<file path="config.mk">
export PLATFORM = sky130hd
export DESIGN_NAME = tridiagonal_ldlh_factor
export DESIGN_NICKNAME = d
export VERILOG_FILES = /design/src/rtl/core/tdl_pkg.sv /design/src/rtl/core/tridiagonal_ldlh_factor.sv
export SDC_FILE = /design/constraint.sdc
export NUM_CORES = 2
export LEC_CHECK = 0
export ABC_AREA = 0
export BUFFER_PORTS_ARGS = -buffer_cell sky130_fd_sc_hd__buf_2
export CORE_AREA = 2 2 259 261
export CTS_CLUSTER_DIAMETER = 30
export CTS_CLUSTER_SIZE = 12
export DETAILED_ROUTE_END_ITERATION = 7
export DIE_AREA = 0 0 261 263
export PLACE_DENSITY_LB_ADDON = 0.05
export SYNTH_ARGS = -nofsm -noshare
export SYNTH_HDL_FRONTEND = slang
export SYNTH_SLANG_ARGS = --single-unit
</file>
<file path="constraint.sdc">
create_clock -name clk -period 17.5 [get_ports clk]
set_input_delay 1.75 -clock clk [delete_from_list [all_inputs] [get_ports clk]]
set_output_delay 1.75 -clock clk [all_outputs]
set_load 0.02 [all_outputs]
</file>
<file path="src/rtl/core/tdl_pkg.sv">
// Package for the tridiagonal LDL^H factorization block.
// Holds the input and result word structs and the status codes; no dependencies.
package tdl_pkg;

  localparam int DW = 32;
  localparam int RW = 16;

  localparam logic [1:0] ST_OK   = 2'd0;
  localparam logic [1:0] ST_FAIL = 2'd1;
  localparam logic [1:0] ST_SKIP = 2'd2;

  typedef struct packed {
    logic signed [DW-1:0] diag_in;
    logic signed [DW-1:0] sub_re;
    logic signed [DW-1:0] sub_im;
    logic                 last;
  } in_word_t;

  typedef struct packed {
    logic signed [DW-1:0] diag_out;
    logic signed [DW-1:0] mult_re;
    logic signed [DW-1:0] mult_im;
    logic [RW-1:0]        row;
    logic [1:0]           status;
    logic                 last_out;
  } out_word_t;

endpackage

</file>
<file path="src/rtl/core/tridiagonal_ldlh_factor.sv">
// Top level of the streaming tridiagonal LDL^H factorization.
// Depends on tdl_pkg for the word structs and status codes.
//
//   channel | ports                          | direction
//   input   | in_valid, in_stall, in_word    | in, one matrix row per word
//   result  | out_valid, out_stall, out_word | out, one result word per row
//
// A row that divides passes from acceptance through the divide, multiply and done states
// to a valid result word: the real and imaginary quotients come from one restoring
// divider that yields one quotient bit per cycle, and each correction product is built
// by a shift-and-add multiplier that consumes one multiplier bit per cycle.
// Rows that fail, are skipped, or are last go from acceptance straight to the done state.
// Reset (rst_n low, synchronous) clears the correction, row counter and failure flag.
// A stalled result word holds in the output register; the next input word is taken
// only once the result register is free.

module tridiagonal_ldlh_factor #(
  parameter int FRAC_BITS  = 16,
  parameter int MAX_ORDER  = 65536
) (
  input  logic               clk,
  input  logic               rst_n,
  input  logic               in_valid,
  output logic               in_stall,
  input  tdl_pkg::in_word_t  in_word,
  output logic               out_valid,
  input  logic               out_stall,
  output tdl_pkg::out_word_t out_word
);
  import tdl_pkg::*;

  // The word width is fixed by the package structs.
  localparam int DATA_WIDTH = DW;

  // Quotient before saturation needs DATA_WIDTH+FRAC_BITS bits of magnitude.
  localparam int NW = DATA_WIDTH + FRAC_BITS;
  localparam int CW = $clog2(NW + 1);
  // Product of two DATA_WIDTH values.
  localparam int PW = 2 * DATA_WIDTH;

  localparam logic signed [DATA_WIDTH-1:0] DMAX = {1'b0, {(DATA_WIDTH-1){1'b1}}};
  localparam logic signed [DATA_WIDTH-1:0] DMIN = {1'b1, {(DATA_WIDTH-1){1'b0}}};

  localparam logic [2:0] S_IDLE  = 3'd0;
  localparam logic [2:0] S_DIV   = 3'd1;
  localparam logic [2:0] S_MUL   = 3'd2;
  localparam logic [2:0] S_DONE  = 3'd3;
  localparam logic [2:0] S_OUT   = 3'd4;

  logic [2:0] state_r, state_nxt;

  logic signed [DATA_WIDTH-1:0] corr_r, corr_nxt;
  logic [RW-1:0]                rowc_r, rowc_nxt;
  logic                         failed_r, failed_nxt;

  // Row context.
  logic signed [DATA_WIDTH-1:0] d_r, d_nxt;
  logic signed [DATA_WIDTH-1:0] er_r, er_nxt, ei_r, ei_nxt;
  logic [RW-1:0]                row_r, row_nxt;
  logic [1:0]                   st_r, st_nxt;
  logic                         last_r, last_nxt;
  logic                         part_r, part_nxt;  // 0 real, 1 imaginary

  // Divider: remainder, quotient shift register, bit counter.
  logic [DATA_WIDTH:0]   rem_r, rem_nxt;
  logic [NW-1:0]         num_r, num_nxt;
  logic [NW-1:0]         quo_r, quo_nxt;
  logic [CW-1:0]         cnt_r, cnt_nxt;
  logic                  neg_r, neg_nxt;

  logic signed [DATA_WIDTH-1:0] fr_r, fr_nxt, fi_r, fi_nxt;

  // Serial multiplier: accumulator, shifted multiplicand, multiplier bits.
  logic signed [PW-1:0]   acc_r, acc_nxt;
  logic signed [PW-1:0]   mcand_r, mcand_nxt;
  logic [DATA_WIDTH-1:0]  mplier_r, mplier_nxt;
  logic signed [PW+1:0]   csum_r, csum_nxt;

  logic      out_valid_r, out_valid_nxt;
  out_word_t out_r, out_nxt;

  // Combinational helpers.
  logic signed [DATA_WIDTH:0]   dsub;
  logic signed [DATA_WIDTH-1:0] dsat;
  logic [DATA_WIDTH:0]          rem_sh, rem_try;
  logic [NW:0]                  qmag;
  logic signed [DATA_WIDTH-1:0] qsat;
  logic signed [PW-1:0]         pfl;
  logic signed [PW+1:0]         csum_fin;
  logic signed [DATA_WIDTH-1:0] csat;
  logic [RW:0]                  row_inc;

  assign dsub = {in_word.diag_in[DATA_WIDTH-1], in_word.diag_in}
              - {corr_r[DATA_WIDTH-1], corr_r};
  assign dsat = (dsub > $signed({1'b0, DMAX})) ? DMAX :
                (dsub < $signed({1'b1, DMIN})) ? DMIN : dsub[DATA_WIDTH-1:0];

  assign rem_sh  = {rem_r[DATA_WIDTH-1:0], num_r[NW-1]};
  assign rem_try = rem_sh - {1'b0, d_r};

  // Quotient magnitude after the final bit, with sign and saturation.
  always_comb begin
    qmag = {1'b0, quo_r};
    if (neg_r) begin
      qsat = (qmag > {1'b0, {(NW-DATA_WIDTH){1'b0}}, 1'b1, {(DATA_WIDTH-1){1'b0}}})
             ? DMIN : DATA_WIDTH'(-$signed(qmag));
    end else begin
      qsat = (qmag > {{(NW-DATA_WIDTH+1){1'b0}}, DMAX}) ? DMAX : DATA_WIDTH'(qmag);
    end
  end

  // Floor shift of the finished product, summed into the correction.
  assign pfl      = acc_r >>> FRAC_BITS;
  assign csum_fin = csum_r + {{2{pfl[PW-1]}}, pfl};
  assign csat = (csum_fin > $signed({{(PW+2-DATA_WIDTH){1'b0}}, DMAX})) ? DMAX :
                (csum_fin < $signed({{(PW+2-DATA_WIDTH){1'b1}}, DMIN})) ? DMIN :
                csum_fin[DATA_WIDTH-1:0];

  assign row_inc = {1'b0, rowc_r} + 1'b1;

  always_comb begin
    state_nxt = state_r;
    corr_nxt = corr_r; rowc_nxt = rowc_r; failed_nxt = failed_r;
    d_nxt = d_r; er_nxt = er_r; ei_nxt = ei_r; row_nxt = row_r;
    st_nxt = st_r; last_nxt = last_r; part_nxt = part_r;
    rem_nxt = rem_r; num_nxt = num_r; quo_nxt = quo_r; cnt_nxt = cnt_r; neg_nxt = neg_r;
    fr_nxt = fr_r; fi_nxt = fi_r;
    acc_nxt = acc_r; mcand_nxt = mcand_r; mplier_nxt = mplier_r; csum_nxt = csum_r;
    out_valid_nxt = out_valid_r; out_nxt = out_r;

    if (out_valid_r && !out_stall) out_valid_nxt = 1'b0;

    case (state_r)
      S_IDLE: begin
        if (in_valid && !out_valid_r) begin
          er_nxt = in_word.sub_re; ei_nxt = in_word.sub_im;
          row_nxt = rowc_r; last_nxt = in_word.last;
          fr_nxt = '0; fi_nxt = '0;
          if (failed_r) begin
            d_nxt = in_word.diag_in; st_nxt = ST_SKIP; state_nxt = S_DONE;
          end else if (dsat <= 0) begin
            d_nxt = dsat; st_nxt = ST_FAIL; failed_nxt = 1'b1; state_nxt = S_DONE;
          end else begin
            d_nxt = dsat; st_nxt = ST_OK;
            state_nxt = in_word.last ? S_DONE : S_DIV;
            part_nxt = 1'b0;
            rem_nxt = '0; quo_nxt = '0; cnt_nxt = '0;
            num_nxt = {(in_word.sub_re[DATA_WIDTH-1] ? DATA_WIDTH'(-in_word.sub_re)
                                                     : in_word.sub_re),
                       {FRAC_BITS{1'b0}}};
            neg_nxt = in_word.sub_re[DATA_WIDTH-1];
          end
        end
      end
      S_DIV: begin
        if (cnt_r == CW'(NW)) begin
          if (!part_r) begin
            fr_nxt = qsat; part_nxt = 1'b1;
            rem_nxt = '0; quo_nxt = '0; cnt_nxt = '0;
            neg_nxt = ei_r[DATA_WIDTH-1];
            // The imaginary quotient starts from the magnitude of ei.
            num_nxt = {(ei_r[DATA_WIDTH-1] ? DATA_WIDTH'(-ei_r) : ei_r),
                       {FRAC_BITS{1'b0}}};
          end else begin
            fi_nxt = qsat; part_nxt = 1'b0;
            acc_nxt = '0; csum_nxt = '0; cnt_nxt = '0;
            mcand_nxt = PW'(er_r);
            mplier_nxt = fr_r;
            state_nxt = S_MUL;
          end
        end else begin
          if (!rem_try[DATA_WIDTH]) begin
            rem_nxt = rem_try; quo_nxt = {quo_r[NW-2:0], 1'b1};
          end else begin
            rem_nxt = rem_sh;  quo_nxt = {quo_r[NW-2:0], 1'b0};
          end
          num_nxt = {num_r[NW-2:0], 1'b0};
          cnt_nxt = cnt_r + 1'b1;
        end
      end
      S_MUL: begin
        if (cnt_r == CW'(DATA_WIDTH)) begin
          if (!part_r) begin
            csum_nxt = csum_fin;
            part_nxt = 1'b1; acc_nxt = '0; cnt_nxt = '0;
            mcand_nxt = PW'(ei_r); mplier_nxt = fi_r;
          end else begin
            corr_nxt = csat;
            state_nxt = S_DONE;
          end
        end else begin
          // Two's complement multiplier: the top bit weighs negative.
          if (mplier_r[0]) begin
            if (cnt_r == CW'(DATA_WIDTH - 1)) acc_nxt = acc_r - mcand_r;
            else                              acc_nxt = acc_r + mcand_r;
          end
          mcand_nxt = mcand_r <<< 1;
          mplier_nxt = {1'b0, mplier_r[DATA_WIDTH-1:1]};
          cnt_nxt = cnt_r + 1'b1;
        end
      end
      S_DONE: begin
        out_nxt.diag_out = d_r;
        out_nxt.mult_re  = fr_r;
        out_nxt.mult_im  = fi_r;
        out_nxt.row      = row_r;
        out_nxt.status   = st_r;
        out_nxt.last_out = last_r;
        out_valid_nxt = 1'b1;
        if (last_r) begin
          corr_nxt = '0; rowc_nxt = '0; failed_nxt = 1'b0;
        end else if ({{(32-RW-1){1'b0}}, row_inc} >= 32'(MAX_ORDER) || row_inc[RW]) begin
          rowc_nxt = '0;
        end else begin
          rowc_nxt = row_inc[RW-1:0];
        end
        state_nxt = S_IDLE;
      end
      default: state_nxt = S_IDLE;
    endcase
  end

  always_ff @(posedge clk) begin
    if (!rst_n) begin
      state_r <= S_IDLE; corr_r <= '0; rowc_r <= '0; failed_r <= 1'b0;
      out_valid_r <= 1'b0;
    end else begin
      state_r <= state_nxt; corr_r <= corr_nxt; rowc_r <= rowc_nxt;
      failed_r <= failed_nxt; out_valid_r <= out_valid_nxt;
    end
  end

  always_ff @(posedge clk) begin
    d_r <= d_nxt; er_r <= er_nxt; ei_r <= ei_nxt; row_r <= row_nxt;
    st_r <= st_nxt; last_r <= last_nxt; part_r <= part_nxt;
    rem_r <= rem_nxt; num_r <= num_nxt; quo_r <= quo_nxt; cnt_r <= cnt_nxt;
    neg_r <= neg_nxt; fr_r <= fr_nxt; fi_r <= fi_nxt;
    acc_r <= acc_nxt; mcand_r <= mcand_nxt; mplier_r <= mplier_nxt; csum_r <= csum_nxt;
    out_r <= out_nxt;
  end

  assign in_stall  = (state_r != S_IDLE) || out_valid_r;
  assign out_valid = out_valid_r;
  assign out_word  = out_r;

  // A word is taken only from the idle state.
  assert property (@(posedge clk) disable iff (!rst_n)
    (in_valid && !in_stall) |-> state_r == S_IDLE)
    else $error("input taken while busy");

  // A failing row that is not last sets the failure flag for the following rows.
  assert property (@(posedge clk) disable iff (!rst_n)
    (state_r == S_DONE && st_r == ST_FAIL && !last_r) |=> failed_r)
    else $error("failure flag lost");

  // Rows after a failure are reported as skipped, never as ok.
  assert property (@(posedge clk) disable iff (!rst_n)
    (state_r == S_DONE && failed_r && st_r == ST_OK) |-> 1'b0)
    else $error("ok row after failure");

  // The correction is only changed at the end of the multiply or at matrix end.
  assert property (@(posedge clk) disable iff (!rst_n)
    (state_r == S_IDLE || state_r == S_DIV) |=> $stable(corr_r))
    else $error("correction changed early");

endmodule

</file>
# == After elaboration in Yosys (flattened, before gate mapping) ==
# Index checks and enable logic that the tools add are counted.
# word_totals
mem_bits_ro,0
memories,0
mem_bits_rw,0
elab_cells,195
regBits,709
input_bits,101
latch_bits,0
# classes
n_mul,0
magnitude_cmp,8
n_bitwise,0
muxes,102
n_reduce_logical,27
n_div,0
shifts,0
n_addsub,10
n_eq_ne,19
# ops
cell,count
two-way mux 32 bit,28
two-way mux 64 bit,10
two-way mux 48 bit,10
case mux 32 bit (2 select lines),5
two-way mux 66 bit,4
case mux 64 bit (2 select lines),2
case mux 48 bit (2 select lines),2
case mux 66 bit (2 select lines),1
negation 32 bit,3
adder 66 bit,1
"> comparator 66 x 32 -> 1 bit, second input constant",1
"less-than comparator 66 x 32 -> 1 bit, second input constant",1
adder 64 bit,1
subtractor 64 bit,1
"> comparator 48 x 31 -> 1 bit, second input constant",1
"> comparator 48 x 32 -> 1 bit, second input constant",1
two-way mux 6 bit,6
"> comparator 33 x 32 -> 1 bit, second input constant",1
"less-than comparator 33 x 32 -> 1 bit, second input constant",1
subtractor 32 x 32 -> 33 bit,1
subtractor 33 x 32 -> 33 bit,1
"less-or-equal comparator 32 x 1 -> 1 bit, second input constant",1
two-way mux 16 bit,2
AND reduction 5 bit,5
26 further kinds,76

# == Depth between registers and ports, before layout ==
# depth
depth_word,9
depth_mapped,27

# == Worst setup path after synthesis ==
# OpenSTA, ideal clock, no wires.
# synth_timing
path_kind,input to register
start,input in_word[65] in the netlist's numbering
end,"register num_r[16], enable pin"
t_required_ns,16.763
cell_stages,16
arrival_time_ns,12.322
slack_ns,4.441
setup_ns,0.737
path_buffers,0
path_cell_list,inv_1 > ha_1 > fa_1 > nor2b_1 > o21ai_0 > a21boi_1 > o31a_1 > o21ai_1 > o31a_1 > nor4_1 > o32ai_1 > o211ai_1 > nand2_1 > nor2_1 > o21ai_0 > o21ai_0
# synth_between
elab_chain_cells,7
# synth_rtl
element,line,rtl
"start, declared",tridiagonal_ldlh_factor.sv:25,"input tdl_pkg::in_word_t in_word,"
subtractor 32 x 32 -> 33 bit (*),tridiagonal_ldlh_factor.sv:94,"- {corr_r[DATA_WIDTH-1], corr_r};"
less-than comparator 33 x 32 -> 1 bit,tridiagonal_ldlh_factor.sv:96,"(dsub < $signed({1'b1, DMIN})) ? DMIN : dsub[DATA_WIDTH-1:0];"
two-way mux 32 bit,tridiagonal_ldlh_factor.sv:96,
two-way mux 32 bit (*),tridiagonal_ldlh_factor.sv:95,"assign dsat = (dsub > $signed({1'b0, DMAX})) ? DMAX :"
less-or-equal comparator 32 x 1 -> 1 bit (*),tridiagonal_ldlh_factor.sv:141,end else if (dsat <= 0) begin
!= test 2 bit (no source line) (*),--,
AND reduction 5 bit (no source line) (*),--,
"end signal, assigned",tridiagonal_ldlh_factor.sv:236,rem_r <= rem_nxt; num_r <= num_nxt; quo_r <= quo_nxt; cnt_r <= cnt_nxt;
"end, declared",tridiagonal_ldlh_factor.sv:66,"logic [NW-1:0] num_r, num_nxt;"
# Every way passes the cells marked *; elsewhere a longest branch is shown, timed or not.
# A chain may end at the register's enable or synchronous reset.

# == Worst setup path in the final report ==
# layout_timing
start,input in_word[65] in the netlist's numbering
end,"register num_r[43], enable pin"
# Same word-level chain as after synthesis.

==> metrics.yaml <==
min_path_type: "register to register"
dr.pass1.iters: 8
viasPerCell: 6.19
r2r-start: "mcand_r[5]"
finalInstanceArea_mm2: 0.0473
clkSinkCount: 692
yosysSeqAreaShare_pct: 49.9
cts-root-buf: "clkbuf_16"
critPathCaptureType: "register"
drv_slew: 0
finalSetupViolations: 0
async_reset_ff_share_pct: 0
synth.distinct_cells: 91
p_sw_share_pct: 39.4
dr.first_iter.drc_count: 3254
synth_flop_cell: "edfxtp_1"
core_area_mm2: 0.0656
synth_nets: 4230
outcome: "completed"
finalSetupTns_ns: 0
synth.top_cell.area_share_pct: 47.4
die_h_um: 263
hp-start: "row_r[0]"
wirelength_mm: 106
timing.hold.ws_ns: 0.416
syn_avg_cell_area_um2: 10.3
grt_max_degree: 96
fmaxAchievable_mhz: 145
drv_cap: 0
ant_nets: 0
ctsHoldBuffers: 0
p_seq_share_pct: 31.3
cts_max_level: 4
synth_top_cell_by_area: "edfxtp_1"
crit_path_start_kind: "primary input"
die_area_mm2: 0.0686
port_buffers: 217
antenna_found_initial: 3
dp_hpwl_mm: 73.0
clockBufferDepth: 3
grt_use_total_pct: 30.3
hold_viol_final: 0
fin_crit_ns: 6.88
start_util_pct: 61.8
intPower_mw: 5.80
grt_pass1_wl_mm: 164
critPathKind: "primary input to register"
synth_area_leaders: "edfxtp_1 (47%), ha_1 (6.3%), a21oi_1 (4.5%)"
worst_slew_margin_rel_pct: 21.9
drive_gt1_share_pct: 12.8
postCtsSetupBuffers: 0
rows: 94
p_clk_share_pct: 28.3
rsz0062_at_grt: "false"
cts_tree: "yes"
powerDensity_mw_per_mm2: 202
yosysWarnings: 0
clock_latency_ns: 0.74
die_width_um: 261
crit_start: "in_word[65]"
fin_nets: 4439
arrival_ns: 7.20
cts_resized: 0
clk_pin_slew_ns: 0.05
overflow: 0
ios: 218
cts_buffers: 139
gp_congestion: 0.949
worstMarginPinSlew_ns: 1.17
mappedNetlistArea_mm2: 0.0406
p_leak_nw: 18.4
fin_skew_ns: 0.0335
fin_crit_sh_pct: 39.3
ys_seq_elements: 692
final_cell_mix: "edfxtp_1 (640), nor2_1 (383), a21oi_1 (361)"
p_sw_mw: 3.77
comb_power_share_pct: 40.4
synth_cells: 3922
final_common_cell: "edfxtp_1"
grt_pass1_vias: 29879
finalPower_mw: 9.57
post_drt_wl_per_cell_um: 20.6
place_area_mm2: 0.0424
final_util_pct: 72.0
required_ns: 17.82
syn_to_final_growth_pct: 16.5
num_vias: 31641
path_max_fanout: 79
drc: 0
synth_edf_count: 640
ir_drop_v: 0.000127
[kinds of logic after synthesis]
| family | synth area share, % |
|---|---|
| xor gates and xnor gates | 6.28 |
| adders and majority gates | 6.46 |
| muxes | 2.26 |
| AOI/OAI and AO/OA | 16.7 |
| buffers and inverters | 3.14 |
| and+or+nand+nor | 15.2 |
| DFF | 49.9 |
[path summary, 6_finish.rpt]
path	end	slack, ns	depth (start not counted)
worst max-delay path	num_r[43]	10.62	18
worst min-delay path	out_word[3]	0.42	0
worst max register to register	acc_r[62]	10.91	21
worst min register to register	out_word[3]	0.42	0
[worst max-delay path, cell delays in order]
cell and delay (ns):
buf_2 0.08, inv_1 0.04, ha_1 0.22, fa_1 0.40, nor2b_1 0.13, o21ai_0 0.10
a21boi_1 0.25, o31a_1 0.22, o21ai_1 0.21, o31a_1 0.37, nor4_1 0.34, o32ai_1 0.19
o211ai_1 0.25, nand2_1 0.13, nor2_1 0.17, o21ai_0 0.32, o21ai_4 0.98, buf_4 0.95
[layer usage]
layer,part of all wire [%],wire (um),vias to the layer above,GRT usage [%]
met5,0,0,-,0
met4,2.8,2950,0,10.1
met3,6.5,6840,188,4.86
met2,47,50000,1121,48.8
met1,43,45800,15201,41.9
li1,-,-,15131,-
[cell usage after synthesis, types with 39 or more instances]
cell      instances
o21ai_0         212
nand4_1          39
mux2i_1          87
clkbuf_1        144
nand2_1         262
inv_1           144
nor2_1          388
and3_1           83
nand2b_1         42
edfxtp_1        640
a21o_1          145
and2_1           72
a21oi_1         362
dfxtp_1          52
xnor2_1         145
nor3_1          106
or3_1            42
xor2_1          146
ha_1            203
nand3_1          69
[registers in the layout (all words and copies together) (netlist names), 32 cells and up]
signal	flops
num_r	32
er_r	32
ei_r	32
csum_r	66
mcand_r	64
rem_r	32
fr_r	32
mplier_r	32
acc_r	64
quo_r	48
d_r	32
fi_r	32
out_word	115
corr_r	32
[final cells by class]
cell class                      count  area, um^2
Tap cell                          864        1080
Fill cell                        4838       18400
Sequential cell                   692       20300
Inverter                          145         544
Timing Repair Buffer              249        1330
Antenna cell                        4        10.0
Clock inverter                    102        1260
Multi-Input combinational cell   2904       19200
Clock buffer                      151        3600
[power by group through the flow]
stage	Combinational [mW]	Clock (mW)	Sequential [mW]
global placement	3.72	0	3.00
global route	4.28	2.81	3.04
detailed placement	3.78	0	3.01
finish	3.87	2.71	2.99
floorplan	2.93	0	2.95
CTS	3.83	2.74	2.99
[metrics by stage]
stage	std cells	setup slack, ns
floorplan	3922	4.44
global placement	4854	9.92
detailed placement	4854	9.94
CTS	5107	10.70
global route	5110	10.20
finish	5111	10.62
(Power assumes the default switching activity.)
